--- src/rtl/cfp_pkg.sv ---
// Shared types and constants for the command frame parser.
// No dependencies.
package cfp_pkg;

  localparam logic [7:0] SYNC_BYTE = 8'hFF;

  typedef enum logic [2:0] {
    PH_SYNC  = 3'd0,
    PH_LEN   = 3'd1,
    PH_CMD   = 3'd2,
    PH_ADDR  = 3'd3,
    PH_VAL   = 3'd4,
    PH_CHECK = 3'd5
  } phase_t;

endpackage

--- src/rtl/command_frame_parser_core.sv ---
// Command frame parser: sync, length, command, address, value, checksum.
// Latency: a result appears in the cycle after its checksum byte is taken.
// Throughput: one byte per cycle. A waiting result stalls only a checksum byte.
// Reset: synchronous, active high; the parser waits for sync.
// The held command, address, value and running sum reset to zero.
// Depends on cfp_pkg.
module command_frame_parser_core (
  input  logic       clk,
  input  logic       rst,
  input  logic       in_valid,
  output logic       in_ready,
  input  logic [7:0] rx_byte,
  output logic       out_valid,
  input  logic       out_ready,
  output logic [7:0] cmd_code,
  output logic [7:0] target_addr,
  output logic [7:0] data_value,
  output logic       checksum_ok
);
  import cfp_pkg::*;

  phase_t     phase, phase_next;
  logic [7:0] declared_length, declared_length_next;
  logic [1:0] bytes_seen, bytes_seen_next;
  logic [7:0] running_sum, running_sum_next;
  logic [7:0] held_command, held_command_next;
  logic [7:0] held_addr, held_addr_next;
  logic [7:0] held_value, held_value_next;
  logic       in_fire;
  logic       emit;
  logic [1:0] seen_inc;
  logic [7:0] sum_inc;

  assign in_ready = !out_valid || out_ready || (phase != PH_CHECK);
  assign in_fire  = in_valid && in_ready;
  assign seen_inc = bytes_seen + 2'd1;
  assign sum_inc  = running_sum + rx_byte;

  always_comb begin
    phase_next           = phase;
    declared_length_next = declared_length;
    bytes_seen_next      = bytes_seen;
    running_sum_next     = running_sum;
    held_command_next    = held_command;
    held_addr_next       = held_addr;
    held_value_next      = held_value;
    if (in_fire) begin
      case (phase)
        PH_LEN: begin
          declared_length_next = rx_byte;
          bytes_seen_next      = 2'd0;
          running_sum_next     = 8'd0;
          phase_next           = PH_CMD;
        end
        PH_CMD: begin
          held_command_next = rx_byte;
          running_sum_next  = sum_inc;
          bytes_seen_next   = seen_inc;
          phase_next        = ({6'd0, seen_inc} < declared_length) ? PH_ADDR : PH_CHECK;
        end
        PH_ADDR: begin
          held_addr_next   = rx_byte;
          running_sum_next = sum_inc;
          bytes_seen_next  = seen_inc;
          phase_next       = ({6'd0, seen_inc} < declared_length) ? PH_VAL : PH_CHECK;
        end
        PH_VAL: begin
          held_value_next  = rx_byte;
          running_sum_next = sum_inc;
          bytes_seen_next  = seen_inc;
          phase_next       = PH_CHECK;
        end
        PH_CHECK: begin
          phase_next = PH_SYNC;
        end
        default: begin
          phase_next = (rx_byte == SYNC_BYTE) ? PH_LEN : PH_SYNC;
        end
      endcase
    end
  end

  always_comb begin
    emit = in_fire && (phase == PH_CHECK);
  end

  always_ff @(posedge clk) begin
    if (rst) begin
      phase           <= PH_SYNC;
      declared_length <= 8'd0;
      bytes_seen      <= 2'd0;
      running_sum     <= 8'd0;
      held_command    <= 8'd0;
      held_addr       <= 8'd0;
      held_value      <= 8'd0;
    end else begin
      phase           <= phase_next;
      declared_length <= declared_length_next;
      bytes_seen      <= bytes_seen_next;
      running_sum     <= running_sum_next;
      held_command    <= held_command_next;
      held_addr       <= held_addr_next;
      held_value      <= held_value_next;
    end
  end

  always_ff @(posedge clk) begin
    if (rst) begin
      out_valid <= 1'b0;
    end else if (emit) begin
      out_valid <= 1'b1;
    end else if (out_ready) begin
      out_valid <= 1'b0;
    end
  end

  always_ff @(posedge clk) begin
    if (emit) begin
      cmd_code    <= held_command;
      target_addr <= held_addr;
      data_value  <= held_value;
      checksum_ok <= (running_sum == rx_byte);
    end
  end

  a_emit_valid: assert property (@(posedge clk) disable iff (rst)
    emit |=> out_valid)
    else $error("result not presented after checksum byte");

  a_sync_to_len: assert property (@(posedge clk) disable iff (rst)
    (in_fire && phase == PH_SYNC && rx_byte == SYNC_BYTE) |=> (phase == PH_LEN))
    else $error("sync byte did not start a frame");

  a_len_clears_sum: assert property (@(posedge clk) disable iff (rst)
    (in_fire && phase == PH_LEN) |=> (running_sum == 8'd0 && bytes_seen == 2'd0))
    else $error("length byte did not clear frame sum");

  a_rose_from_check: assert property (@(posedge clk) disable iff (rst)
    $rose(out_valid) |-> ($past(phase) == PH_CHECK && $past(in_fire)))
    else $error("result appeared outside checksum byte");

  a_no_stall_overwrite: assert property (@(posedge clk) disable iff (rst)
    (out_valid && !out_ready) |-> !emit)
    else $error("pending result overwritten");

endmodule
--- config.mk ---
export PLATFORM = sky130hd
export DESIGN_NAME = command_frame_parser_core
export DESIGN_NICKNAME = d
export VERILOG_FILES = /design/src/rtl/cfp_pkg.sv /design/src/rtl/command_frame_parser_core.sv
export SDC_FILE = /design/constraint.sdc
export NUM_CORES = 1
export LEC_CHECK = 0
export ABC_AREA = 1
export BUFFER_PORTS_ARGS = -buffer_cell sky130_fd_sc_hd__buf_2
export CAP_MARGIN = 40
export CORE_MARGIN = 8
export CORE_UTILIZATION = 45
export DETAILED_ROUTE_END_ITERATION = 8
export PLACE_DENSITY = 0.76
export SLEW_MARGIN = 25
export SYNTH_ARGS = -nofsm -noshare
export SYNTH_HDL_FRONTEND = slang
export SYNTH_SLANG_ARGS = --single-unit
--- constraint.sdc ---
create_clock -name clk -period 3.15 [get_ports clk]
set_input_delay 0.315 -clock clk [delete_from_list [all_inputs] [get_ports clk]]
set_output_delay 0.315 -clock clk [all_outputs]
set_load 0.01 [all_outputs]
==> metrics <==
Worst Skew=0.00667 ns; hold path depth=3; Ys Warns=0; Synth area leader=dfxtp_1; Via density=5.07; synth top area cells=dfxtp_1 31%, edfxtp_1 25%, nand2_1 9.1%; Worst IR Drop VDD=0.000364 V; post-CTS setup buffer count=0; Max transition margin=0.622; Pwr Density=521 mW/mm^2; Multi-input gate area=0.00117 mm^2; Post-Synthesis Cells=330; # port buffers=38; fin util=0.545; CP endpoint kind=flop; Post-CTS Resized=0; fin nets=393; vias in the first global route=2226; final worst path period share=0.598; Filler cells=587; crit path time final=1.88 ns; Worst-Margin Slew=0.563 ns; # Max-Cap Violations=0; final-report hold violation count=0; Post-Syn Area=0.00300 mm^2; total wire length=6390 um; Setup violations, final=0; Die Height=97.7 um; initial antenna violation count=0; CTS Sinks=71; Seq. cell area=0.00167 mm^2; Hold Path Class=input port to flop; antenna cells=0; Max Clock Freq=531 MHz; GP Congestion=0.852; RSZ-0062 raised after global routing=false; H-Tree Depth=3; status=completed; core area=0.00639 mm^2; via count=2304; Hold Crit Start=rx_byte[0]; Die W=97.7 um; flop and latch count out of synthesis=71; R2R Path End=target_addr[5]; Routed Antenna Nets=0; FF-to-FF path depth=5; # hold bufs at CTS=0; post-place setup slack=1.31 ns; WP data required=3.18 ns; worst-skew pair later-pin latency=0.35 ns; share of layout cells above drive strength 1=0.204; kind of critical path=flop to flop; Leakage Power=1.37 nW; All-Layer GR Usage=0.139; R2R Path Start=phase[1]; Avg WL per Cell=14.1 um; DRC violations left=0; Final Non-Filler Cells=454; io pins=39; CP max stage delay=0.49 ns; Pre-antenna DRT Iters=4; global-route wire length before repair=10700 um; CP max-delay cell=dfxtp_1; final setup margin=1.27 ns; element type at the critical path start=flop; clock buffer depth=2; Cells after DPL=438; Tot Pwr=1.81 mW; DR iter-0 viols=121; DP HPWL=4400 um; WP data arrival=1.92 ns; Clk pin slew, worst setup/hold paths=0.07 ns; top cell type's share of synthesized area=0.307; Synth cell types=33; Max Fanout on Critical Path=21; syn_nets=351; Slew Limit Fails=0; WHS Endpoint=held_addr[0]; CTS tree=built; die area=0.00954 mm^2; Final TNS setup=0 ns; area grow syn2layout=15.9%; reg-to-reg slack, setup=1.27 ns; Seq/Total Area, Yosys=0.557; CP cell instances=nor2_4 > nand3_4 > nand2_4 > nor3_2 > buf_4; root buffer cell=clkbuf_8; Initial Util=0.470; num rows=29; syn_area_per_cell=9.10 um^2; Num CTS Buffers=9; pin count of the biggest net entering global routing=30; total grt overflow=0
per-stage QoR:
stage / hold WS (ns) / area (um^2)
detailed placement: 0.419 / 3260
finish: 0.313 / 3480
CTS: 0.296 / 3480
global placement: 0.414 / 3260
global route: 0.309 / 3480
floorplan: 0.408 / 3000
power by group:
part	internal (mW)	leakage, nW	switching (mW)	total, mW
logic	0.0169	0.656	0.0443	0.0612
registers	0.941	0.602	0.000231	0.941
clock network	0.467	0.110	0.343	0.810
total	1.43	1.37	0.387	1.81
worst max-delay path by stage:
stage | cells after the start | from | slack [ns] | to
finish | 5 | phase[1] | 1.27 | target_addr[5]
global route | 7 | phase[1] | 1.19 | running_sum[7]
CTS | 5 | phase[1] | 1.30 | cmd_code[7]
detailed placement | 5 | phase[1] | 1.31 | cmd_code[6]
global placement | 8 | rx_byte[0] | 1.36 | running_sum[4]
floorplan | 4 | phase[1] | 0.27 | checksum_ok
synth_stat cells:
cell type   n
inv_1      26
nor2_4      2
a21oi_1    35
nand3b_1    2
nand3_4     1
nand2_4     3
clkinv_1    1
o21ai_0    17
edfxtp_1   25
a21o_1      1
xor2_1      3
clkbuf_1    3
inv_2       3
buf_6       2
xnor2_1     1
nor2_2      1
a21boi_0    1
o21bai_1    1
nor3_1      1
or2_2       3
nand2_1    73
buf_1       1
buf_2       3
fa_1        1
dfxtp_1    46
a21oi_2     4
nand3_2     3
nand2_2     1
ha_1        8
nor2_1     25
nand4_1     2
nor4_1      2
nand3_1    29
registers in the layout, summed over array words and instances, names as in the netlist:
register,cells
bytes_seen,2
declared_length,8
cmd_code,8
data_value,8
out_valid,1
target_addr,8
held_command,8
phase,3
held_addr,8
running_sum,8
held_value,8
checksum_ok,1
metal layers:
layer / vias to the layer above / global-route usage / wire length, um
met5: - / 0 / 0
met3: 13 / 0.0441 / 365
met4: 0 / 0.0851 / 154
met2: 51 / 0.220 / 3010
met1: 1051 / 0.161 / 2860
li1: 1189 / - / -
kinds of logic (layout without fill, tap and decap cells):
kind of cell	count (synthesis)	in the layout	synth area share
AOI/OAI and AO/OA	59	59	0.106
xor gates and xnor gates	4	4	0.0117
adders and majority gates	9	9	0.0400
buffers and inverters	39	86	0.0550
DFF	71	71	0.557
and+or+nand+nor	148	148	0.231
cells in the final DEF, fill, tap and decap left out, drive strengths merged:
master / n
nand3b: 2
nor2: 28
o21bai: 1
a21oi: 39
inv: 29
edfxtp: 25
nand2: 77
clkinv: 3
nand4: 2
bufinv: 2
dfxtp: 46
nor4: 2
xnor2: 1
fa: 1
buf: 40
nor3: 1
clkbuf: 11
nand3: 33
o21ai: 17
ha: 8
a21boi: 1
or2: 3
xor2: 3
a21o: 1
clkinvlp: 1
worst max-delay path: cells and delay by family, from the launching register on:
family	cells	cell delay, ns
and+or+nand+nor	4	0.68
DFF	1	0.49
buffers and inverters	1	0.39
area by class of cell:
cell class	count	area share
Sequential cell	71	0.480
Timing Repair Buffer	40	0.0590
Inverter	30	0.0324
Clock inverter	5	0.0234
Clock buffer	11	0.0406
Multi-Input combinational cell	220	0.337
Tap cell	77	0.0277
Power figures use the tool's default switching activity.
